[src/sv/cs_pkg.sv]
// ----------------------------------------------------------------------------
// cs_pkg
// Shared types, constants and width helpers for the cosine similarity block.
// ----------------------------------------------------------------------------
`default_nettype none

package cs_pkg;

    localparam int ELEM_W      = 16;
    localparam int COS_W       = 16;
    localparam int PROD_W      = 2 * ELEM_W;
    localparam int Q_SHIFT     = 15;
    localparam int MAX_LEN_DEF = 256;

    // Saturation limits of the Q1.15 result, as magnitudes
    localparam int COS_POS_LIM = 32767;
    localparam int COS_NEG_LIM = 32768;

    localparam logic [COS_W-1:0] COS_MAX  = 16'h7FFF;
    localparam logic [COS_W-1:0] COS_MIN  = 16'h8000;
    localparam logic [COS_W-1:0] COS_ZERO = 16'h0000;

    typedef logic signed [ELEM_W-1:0] t_elem;
    typedef logic        [COS_W-1:0]  t_cos;

    // Width of a sum of squares over max_len pairs
    function automatic int sq_width(input int max_len);
        return PROD_W - 1 + $clog2(max_len + 1);
    endfunction

endpackage

`default_nettype wire

[src/sv/cosine_similarity.sv]
// ----------------------------------------------------------------------------
// cosine_similarity
// Streams element pairs, accumulates dot product and sums of squares, and
// hands each finished run to cs_finish for roots, divide and saturation.
// ----------------------------------------------------------------------------
//  channel | direction | handshake          | payload
//  --------+-----------+--------------------+----------------------------------
//  input   | in        | i_valid / o_ready  | i_elem_a, i_elem_b, i_last
//  result  | out       | o_valid / i_ready  | o_cosine, o_zero_norm, o_too_long
//
//  An accumulated item is accepted, then takes four steps: a*b, a*a and b*b
//  through the single 16x16 multiplier, then the final add. A pair past
//  MAX_LEN is dropped when accepted and flags the run as too long. A run
//  is finished in cs_finish by the bit-serial subtract unit; the next run
//  accumulates meanwhile. A last item waits while the previous run is still
//  in cs_finish, which holds a finished result until its output is free.
//  Synchronous active-low reset clears the accumulators; no clearing pass.
// ----------------------------------------------------------------------------
`default_nettype none

module cosine_similarity #(
    parameter int MAX_LEN = cs_pkg::MAX_LEN_DEF
) (
    input  wire logic          i_clk,
    input  wire logic          i_rst_n,
    input  wire logic          i_valid,
    output      logic          o_ready,
    input  wire cs_pkg::t_elem i_elem_a,
    input  wire cs_pkg::t_elem i_elem_b,
    input  wire logic          i_last,
    output      logic          o_valid,
    input  wire logic          i_ready,
    output      cs_pkg::t_cos  o_cosine,
    output      logic          o_zero_norm,
    output      logic          o_too_long
);
    import cs_pkg::*;

    localparam int CNT_W = $clog2(MAX_LEN + 1);
    localparam int SQ_W  = sq_width(MAX_LEN);
    localparam int DOT_W = SQ_W + 1;

    typedef enum logic [5:0] {
        S_IDLE = 6'b000001,
        S_AB   = 6'b000010,
        S_AA   = 6'b000100,
        S_BB   = 6'b001000,
        S_ADD  = 6'b010000,
        S_FIN  = 6'b100000
    } t_acc_state;

    t_acc_state               r_state, n_state;
    t_elem                    r_a, n_a;
    t_elem                    r_b, n_b;
    logic                     r_last, n_last;
    logic signed [PROD_W-1:0] r_prod, n_prod;
    logic signed [DOT_W-1:0]  r_dot, n_dot;
    logic        [SQ_W-1:0]   r_na, n_na;
    logic        [SQ_W-1:0]   r_nb, n_nb;
    logic        [CNT_W-1:0]  r_count, n_count;
    logic                     r_over, n_over;

    t_elem                    w_mul_x, w_mul_y;
    logic signed [PROD_W-1:0] w_prod;
    logic                     w_start;
    logic                     w_fin_busy;

    // Shared multiplier, operands steered by the sequencer
    assign w_mul_x = (r_state == S_BB) ? r_b : r_a;
    assign w_mul_y = (r_state == S_AA) ? r_a : r_b;
    assign w_prod  = w_mul_x * w_mul_y;

    assign o_ready = (r_state == S_IDLE);

    always_comb begin
        n_state = r_state;
        n_a     = r_a;
        n_b     = r_b;
        n_last  = r_last;
        n_prod  = r_prod;
        n_dot   = r_dot;
        n_na    = r_na;
        n_nb    = r_nb;
        n_count = r_count;
        n_over  = r_over;
        w_start = 1'b0;

        unique case (r_state)
            S_IDLE: begin
                if (i_valid) begin
                    n_a    = i_elem_a;
                    n_b    = i_elem_b;
                    n_last = i_last;
                    if (r_count < CNT_W'(MAX_LEN)) begin
                        n_count = r_count + 1'b1;
                        n_state = S_AB;
                    end else begin
                        // Drop the pair, remember the run ran long
                        n_over  = 1'b1;
                        n_state = i_last ? S_FIN : S_IDLE;
                    end
                end
            end
            S_AB: begin
                n_prod  = w_prod;
                n_state = S_AA;
            end
            S_AA: begin
                n_dot   = r_dot + DOT_W'(r_prod);
                n_prod  = w_prod;
                n_state = S_BB;
            end
            S_BB: begin
                n_na    = r_na + SQ_W'(r_prod[PROD_W-2:0]);
                n_prod  = w_prod;
                n_state = S_ADD;
            end
            S_ADD: begin
                n_nb    = r_nb + SQ_W'(r_prod[PROD_W-2:0]);
                n_state = r_last ? S_FIN : S_IDLE;
            end
            S_FIN: begin
                if (!w_fin_busy) begin
                    w_start = 1'b1;
                    n_dot   = '0;
                    n_na    = '0;
                    n_nb    = '0;
                    n_count = '0;
                    n_over  = 1'b0;
                    n_state = S_IDLE;
                end
            end
            default: n_state = S_IDLE;
        endcase
    end

    always_ff @(posedge i_clk) begin
        if (!i_rst_n) begin
            r_state <= S_IDLE;
            r_dot   <= '0;
            r_na    <= '0;
            r_nb    <= '0;
            r_count <= '0;
            r_over  <= 1'b0;
        end else begin
            r_state <= n_state;
            r_dot   <= n_dot;
            r_na    <= n_na;
            r_nb    <= n_nb;
            r_count <= n_count;
            r_over  <= n_over;
        end
    end

    always_ff @(posedge i_clk) begin
        r_a    <= n_a;
        r_b    <= n_b;
        r_last <= n_last;
        r_prod <= n_prod;
    end

    cs_finish #(
        .MAX_LEN (MAX_LEN)
    ) u_finish (
        .i_clk       (i_clk),
        .i_rst_n     (i_rst_n),
        .i_start     (w_start),
        .i_dot       (r_dot),
        .i_na        (r_na),
        .i_nb        (r_nb),
        .i_too_long  (r_over),
        .o_busy      (w_fin_busy),
        .o_valid     (o_valid),
        .i_ready     (i_ready),
        .o_cosine    (o_cosine),
        .o_zero_norm (o_zero_norm),
        .o_too_long  (o_too_long)
    );

    a_count_bound: assert property (@(posedge i_clk) disable iff (!i_rst_n)
        r_count <= CNT_W'(MAX_LEN))
        else $error("pair count past MAX_LEN");

    a_over_full: assert property (@(posedge i_clk) disable iff (!i_rst_n)
        r_over |-> (r_count == CNT_W'(MAX_LEN)))
        else $error("overflow flag without a full run");

    a_start_busy: assert property (@(posedge i_clk) disable iff (!i_rst_n)
        w_start |=> w_fin_busy)
        else $error("finisher did not take the run");

    a_start_clears: assert property (@(posedge i_clk) disable iff (!i_rst_n)
        w_start |=> (r_count == '0) && (r_na == '0) && (r_nb == '0))
        else $error("accumulators not cleared after hand-off");

endmodule

`default_nettype wire

[src/sv/cs_finish.sv]
// ----------------------------------------------------------------------------
// cs_finish
// Final stage: two square roots, norm product, scaled divide and Q1.15
// saturation; the roots and the divide share one compare-subtract unit.
// ----------------------------------------------------------------------------
`default_nettype none

module cs_finish #(
    parameter  int MAX_LEN = cs_pkg::MAX_LEN_DEF,
    localparam int SQ_W    = cs_pkg::sq_width(MAX_LEN),
    localparam int DOT_W   = SQ_W + 1
) (
    input  wire logic                    i_clk,
    input  wire logic                    i_rst_n,
    input  wire logic                    i_start,
    input  wire logic signed [DOT_W-1:0] i_dot,
    input  wire logic        [SQ_W-1:0]  i_na,
    input  wire logic        [SQ_W-1:0]  i_nb,
    input  wire logic                    i_too_long,
    output      logic                    o_busy,
    output      logic                    o_valid,
    input  wire logic                    i_ready,
    output      cs_pkg::t_cos            o_cosine,
    output      logic                    o_zero_norm,
    output      logic                    o_too_long
);
    import cs_pkg::*;

    localparam int ROOT_W = (SQ_W + 1) / 2;
    localparam int RAD_W  = 2 * ROOT_W;
    localparam int DEN_W  = RAD_W;
    localparam int AW     = DEN_W + 1;
    localparam int NUM_W  = SQ_W + Q_SHIFT;
    localparam int PAD_W  = NUM_W - RAD_W;
    localparam int STEP_W = $clog2(NUM_W + 1);

    typedef enum logic [5:0] {
        F_IDLE = 6'b000001,
        F_SQA  = 6'b000010,
        F_SQB  = 6'b000100,
        F_MUL  = 6'b001000,
        F_DIV  = 6'b010000,
        F_DONE = 6'b100000
    } t_fin_state;

    t_fin_state         r_state, n_state;
    logic [STEP_W-1:0]  r_step, n_step;
    logic [AW-1:0]      r_rem, n_rem;
    logic [NUM_W-1:0]   r_work, n_work;
    logic [ROOT_W-1:0]  r_root_a, n_root_a;
    logic [ROOT_W-1:0]  r_root_b, n_root_b;
    logic [DEN_W-1:0]   r_den, n_den;
    logic [SQ_W-1:0]    r_nb, n_nb;
    logic [SQ_W-1:0]    r_mag, n_mag;
    logic               r_neg, n_neg;
    logic               r_zero, n_zero;
    logic               r_long, n_long;
    logic               r_out_valid, n_out_valid;
    t_cos               r_cos, n_cos;
    logic               r_out_zero, n_out_zero;
    logic               r_out_long, n_out_long;

    logic [DOT_W-1:0]   w_abs;
    logic [ROOT_W-1:0]  w_sq_root;
    logic [AW-1:0]      w_alu_a, w_alu_b;
    logic [AW:0]        w_diff;
    logic               w_borrow;
    t_cos               w_sat;
    t_cos               w_neg_q;

    assign w_abs = i_dot[DOT_W-1] ? (~i_dot + 1'b1) : i_dot;

    // Shared compare-subtract unit: root digit trial or divide step
    assign w_sq_root = (r_state == F_SQB) ? r_root_b : r_root_a;
    always_comb begin
        if (r_state == F_DIV) begin
            w_alu_a = {r_rem[AW-2:0], r_work[NUM_W-1]};
            w_alu_b = AW'(r_den);
        end else begin
            w_alu_a = {r_rem[AW-3:0], r_work[NUM_W-1 -: 2]};
            w_alu_b = AW'({w_sq_root, 2'b01});
        end
    end
    assign w_diff   = {1'b0, w_alu_a} - {1'b0, w_alu_b};
    assign w_borrow = w_diff[AW];

    // Saturate the quotient held in r_work to Q1.15
    assign w_neg_q = COS_ZERO - r_work[COS_W-1:0];
    always_comb begin
        if (r_zero) begin
            w_sat = COS_ZERO;
        end else if (r_neg) begin
            w_sat = (r_work > NUM_W'(COS_NEG_LIM)) ? COS_MIN : w_neg_q;
        end else begin
            w_sat = (r_work > NUM_W'(COS_POS_LIM)) ? COS_MAX : r_work[COS_W-1:0];
        end
    end

    always_comb begin
        n_state     = r_state;
        n_step      = r_step;
        n_rem       = r_rem;
        n_work      = r_work;
        n_root_a    = r_root_a;
        n_root_b    = r_root_b;
        n_den       = r_den;
        n_nb        = r_nb;
        n_mag       = r_mag;
        n_neg       = r_neg;
        n_zero      = r_zero;
        n_long      = r_long;
        n_cos       = r_cos;
        n_out_zero  = r_out_zero;
        n_out_long  = r_out_long;
        n_out_valid = (r_out_valid && i_ready) ? 1'b0 : r_out_valid;

        unique case (r_state) inside
            F_IDLE: begin
                if (i_start) begin
                    n_nb     = i_nb;
                    n_mag    = w_abs[SQ_W-1:0];
                    n_neg    = i_dot[DOT_W-1];
                    n_long   = i_too_long;
                    n_zero   = (i_na == '0) || (i_nb == '0);
                    n_work   = {RAD_W'(i_na), {PAD_W{1'b0}}};
                    n_rem    = '0;
                    n_root_a = '0;
                    n_root_b = '0;
                    n_step   = '0;
                    n_state  = n_zero ? F_DONE : F_SQA;
                end
            end
            F_SQA, F_SQB: begin
                if (!w_borrow) begin
                    n_rem = w_diff[AW-1:0];
                end else begin
                    n_rem = w_alu_a;
                end
                if (r_state == F_SQA) begin
                    n_root_a = {r_root_a[ROOT_W-2:0], ~w_borrow};
                end else begin
                    n_root_b = {r_root_b[ROOT_W-2:0], ~w_borrow};
                end
                n_work = {r_work[NUM_W-3:0], 2'b00};
                n_step = r_step + 1'b1;
                if (r_step == STEP_W'(ROOT_W - 1)) begin
                    n_step = '0;
                    n_rem  = '0;
                    if (r_state == F_SQA) begin
                        n_work  = {RAD_W'(r_nb), {PAD_W{1'b0}}};
                        n_state = F_SQB;
                    end else begin
                        n_state = F_MUL;
                    end
                end
            end
            F_MUL: begin
                n_den   = r_root_a * r_root_b;
                n_work  = {r_mag, {Q_SHIFT{1'b0}}};
                n_rem   = '0;
                n_step  = '0;
                n_state = F_DIV;
            end
            F_DIV: begin
                n_rem  = w_borrow ? w_alu_a : w_diff[AW-1:0];
                n_work = {r_work[NUM_W-2:0], ~w_borrow};
                n_step = r_step + 1'b1;
                if (r_step == STEP_W'(NUM_W - 1)) begin
                    n_step  = '0;
                    n_state = F_DONE;
                end
            end
            F_DONE: begin
                // Hold until the output register is free
                if (!r_out_valid || i_ready) begin
                    n_cos       = w_sat;
                    n_out_zero  = r_zero;
                    n_out_long  = r_long;
                    n_out_valid = 1'b1;
                    n_state     = F_IDLE;
                end
            end
            default: n_state = F_IDLE;
        endcase
    end

    always_ff @(posedge i_clk) begin
        if (!i_rst_n) begin
            r_state     <= F_IDLE;
            r_step      <= '0;
            r_out_valid <= 1'b0;
        end else begin
            r_state     <= n_state;
            r_step      <= n_step;
            r_out_valid <= n_out_valid;
        end
    end

    always_ff @(posedge i_clk) begin
        r_rem      <= n_rem;
        r_work     <= n_work;
        r_root_a   <= n_root_a;
        r_root_b   <= n_root_b;
        r_den      <= n_den;
        r_nb       <= n_nb;
        r_mag      <= n_mag;
        r_neg      <= n_neg;
        r_zero     <= n_zero;
        r_long     <= n_long;
        r_cos      <= n_cos;
        r_out_zero <= n_out_zero;
        r_out_long <= n_out_long;
    end

    assign o_busy      = (r_state != F_IDLE);
    assign o_valid     = r_out_valid;
    assign o_cosine    = r_cos;
    assign o_zero_norm = r_out_zero;
    assign o_too_long  = r_out_long;

    a_step_bound: assert property (@(posedge i_clk) disable iff (!i_rst_n)
        r_step < STEP_W'(NUM_W))
        else $error("step counter ran past the divide length");

    a_load_from_done: assert property (@(posedge i_clk) disable iff (!i_rst_n)
        $rose(r_out_valid) |-> $past(r_state) == F_DONE)
        else $error("result loaded outside the done state");

    a_zero_gives_zero: assert property (@(posedge i_clk) disable iff (!i_rst_n)
        (r_out_valid && r_out_zero) |-> (r_cos == COS_ZERO))
        else $error("zero norm result with nonzero cosine");

    a_start_when_idle: assert property (@(posedge i_clk) disable iff (!i_rst_n)
        i_start |-> (r_state == F_IDLE))
        else $error("start while a result is still in work");

endmodule

`default_nettype wire
[config.mk]
export PLATFORM = sky130hd
export DESIGN_NAME = cosine_similarity
export DESIGN_NICKNAME = d
export VERILOG_FILES = /design/src/sv/cs_pkg.sv /design/src/sv/cosine_similarity.sv /design/src/sv/cs_finish.sv
export SDC_FILE = /design/constraint.sdc
export NUM_CORES = 2
export LEC_CHECK = 0
export ABC_AREA = 1
export BUFFER_PORTS_ARGS = -buffer_cell sky130_fd_sc_hd__buf_4
export CELL_PAD_IN_SITES_DETAIL_PLACEMENT = 0
export CELL_PAD_IN_SITES_GLOBAL_PLACEMENT = 1
export CORE_MARGIN = 1.5
export CORE_UTILIZATION = 53
export CTS_CLUSTER_DIAMETER = 100
export DETAILED_ROUTE_END_ITERATION = 8
export PLACE_DENSITY_LB_ADDON = 0.3
export SETUP_SLACK_MARGIN = 0.15
export SLEW_MARGIN = 40
export SYNTH_ARGS = -nofsm -noshare
export SYNTH_HDL_FRONTEND = slang
export SYNTH_SLANG_ARGS = --single-unit
export TNS_END_PERCENT = 50
[constraint.sdc]
create_clock -name i_clk -period 22.3 [get_ports i_clk]
set_clock_uncertainty 0.15 [all_clocks]
set_input_delay 0 -clock i_clk [delete_from_list [all_inputs] [get_ports i_clk]]
set_output_delay 0 -clock i_clk [all_outputs]
set_load 0.02 [all_outputs]
==> flow_summary.toml <==
[synth]
syn-cell-area_mm2 = 0.0575
syn_nets = 8945
yosys_warnings = 0
synth_top_area_cell = "fa_1"
syn_area_per_cell_um2 = 7.25
ys_seq_area_share_pct = 23.0
synth_flop_cell = "edfxtp_1"
synthTopCellsByArea = "fa_1, edfxtp_1, nand2_1, inv_1, ha_1"
synthArstFlopShare_pct = 0
synthTopCellsByCount = "nand2_1, inv_1, nor2_1"
yosysUniqueCellTypes = 50
synth_edf_count = 341
ys_ff_latch = 491
synth_most_common_cell = "nand2_1"
yosysTopAreaCellShare_pct = 20.4
synth_cells = 7942

[place]
portBuffers = 56
gp_congestion = 0.986
place_ws_ns = 14.05
dpl.hpwl_um = 144000

[job]
cap_violations = 0

[worst_setup_path]
slowest_delay_ns = 0.56
critical_path_class = "reg2reg"
r2r_setup_slack_ns = 14.00
rr_startpoint = "r_state[0]$_SDFFE_PN1P_"
crit_path_end_kind = "register"
reg2reg_to = "r_prod[27]$_DFFE_PP_"
r2r_cells = 28
critPathArrivalTime_ns = 8.56
crit_required_ns = 22.56
cp-start-kind = "register"
worstPathMaxFanout = 31
crit_path_top_delay_cell = "fa_1"

[timing]
rsz0062_at_grt = "false"
maxSlewViolCount = 0
tightest_slew_ns = 0.802
max-slew-margin-rel_pct = 46.0
setup_ws_ns = 14.00
hold_violations = 0
min_period_ns = 8.30
period_share_pct = 37.2
fin_setup_tns_ns = 0
fmax_mhz = 121
hold_ws_ns = 0.0424
setup_viol = 0

[grt]
grt_pass1_vias = 50600
grt_first_pass_wirelength_um = 283000
grt-ovfl-total = 0
grt_use_total_pct = 32.7
antenna_found_initial = 2
grt_max_degree = 88

[route]
dr_total_vias = 51400
wl_um = 181000
wl_per_cell_um = 19.2
ant_nets = 0
via_per_inst = 5.44
drt-initial-drc-count = 3794
drt_first_pass_iters = 6
drcViolationCount = 0

[outcome]
outcome = "finished clean"

[cts]
clock_latency_ns = 0.74
post-cts-setup-buffers = 0
cts_sinks = 491
root_buffer = "clkbuf_16"
cts.htree.levels = 2
clk_path_buf_depth = 3
cts_buffers = 60
clk_pin_slew_ns = 0.07
cts_tree = "done"

[floorplan]
core_mm2 = 0.107
start_util_pct = 53.6
die_h_um = 333
io_pins = 57
die_area_mm2 = 0.111
fp.dieW_um = 333
row_count = 120

[hold_path]
hold_class = "in2reg"
min_delay_path_depth = 5
hold_start = "i_ready"
min_to = "u_finish.o_valid$_SDFF_PN0_"

[layout]
area_growth_pct = 8.69
layout-drive-gt1-share_pct = 3.73
nNetsFinal = 8996
final_core_utilization_pct = 58.3
## routing by layer
layer,up-vias,GRT usage (%),wire length (um)
li1,24600,-,-
met3,347,3.94,10800
met1,24800,42.6,75800
met5,-,0,24
met4,4,12.3,7490
met2,1601,55.8,87100
## cells in the final DEF, fill, tap and decap left out, types with 60 or more instances in the layout
cell | Yosys | layout
xor2_1 | 100 | 100
nand4_1 | 63 | 63
nand2_1 | 2245 | 2244
a21oi_1 | 426 | 426
ha_1 | 380 | 380
edfxtp_1 | 341 | 341
buf_4 | 0 | 127
dfxtp_1 | 150 | 150
o211ai_1 | 62 | 62
nand3_1 | 359 | 359
nor2_1 | 716 | 712
dlygate4sd3_1 | 0 | 68
inv_1 | 1697 | 1694
o21ai_0 | 228 | 226
clkbuf_16 | 0 | 60
fa_1 | 586 | 586
## kinds of logic after synthesis
kind of cell	share of synthesized area, %
compound gates	8.72
xor+xnor	2.13
fa+ha+maj	28.6
buf+inv	12.7
flops	23.0
mux	0.0174
simple gates	24.8
## critical path: cells and delay by family, from the launching register on
family                   cells  cell delay (ns)
adder cells (fa/ha/maj)      7             3.38
buffers and inverters       10             2.03
AND/OR/NAND/NOR              8             1.46
AO/OA/AOI/OAI                2             0.46
flip-flops                   1             0.32
XOR/XNOR                     1             0.13
## stage by stage
| stage | area [um^2] | cells |
|---|---|---|
| 4_1_cts | 62500 | 9444 |
| 2_1_floorplan | 57500 | 7942 |
| 3_3_place_gp | 59400 | 9252 |
| 3_5_place_dp | 59600 | 9262 |
| 5_1_grt | 62500 | 9448 |
| 6_report | 62600 | 9449 |
## worst max path at each step
| stage | startpoint | slack, ns | cells after the start | end |
|---|---|---|---|---|
| after floorplan | r_state[0]$_SDFFE_PN1P_ | 15.28 | 31 | r_prod[31]$_DFFE_PP_ |
| after global placement | r_state[0]$_SDFFE_PN1P_ | 14.19 | 27 | r_prod[31]$_DFFE_PP_ |
| after detailed placement | r_state[0]$_SDFFE_PN1P_ | 14.05 | 29 | r_prod[31]$_DFFE_PP_ |
| after CTS | r_state[0]$_SDFFE_PN1P_ | 14.01 | 28 | r_prod[27]$_DFFE_PP_ |
| after global routing | r_state[0]$_SDFFE_PN1P_ | 13.32 | 28 | r_prod[27]$_DFFE_PP_ |
| final | r_state[0]$_SDFFE_PN1P_ | 14.00 | 28 | r_prod[27]$_DFFE_PP_ |
## flip-flops by register name (all words and copies together), names as in the netlist, 9 cells and up
name,count
u_finish.r_work,55
r_dot,41
r_na,40
r_nb,40
u_finish.r_den,40
u_finish.r_mag,40
u_finish.r_nb,40
u_finish.r_rem,40
r_prod,32
u_finish.r_root_a,20
u_finish.r_root_b,20
r_a,16
r_b,16
u_finish.o_cosine,16
r_count,9
## area by class of cell
class | count | area (um^2)
multi-input combinational | 5513 | 37000
clock buffer | 76 | 1640
clock inverter | 38 | 571
tap | 1403 | 1760
timing repair buffer | 211 | 1840
fill | 10300 | 44800
antenna | 1 | 2.50
sequential | 491 | 13200
inverter | 1716 | 6450
## repair_timing
item                                   CTS  global route
gates resized for setup                  0             0
endpoints found under the hold margin  132             0
hold buffers                            68             0
Power is not shown: default switching activity piles up to over one toggle a cycle in this logic, so the estimate is an artifact.
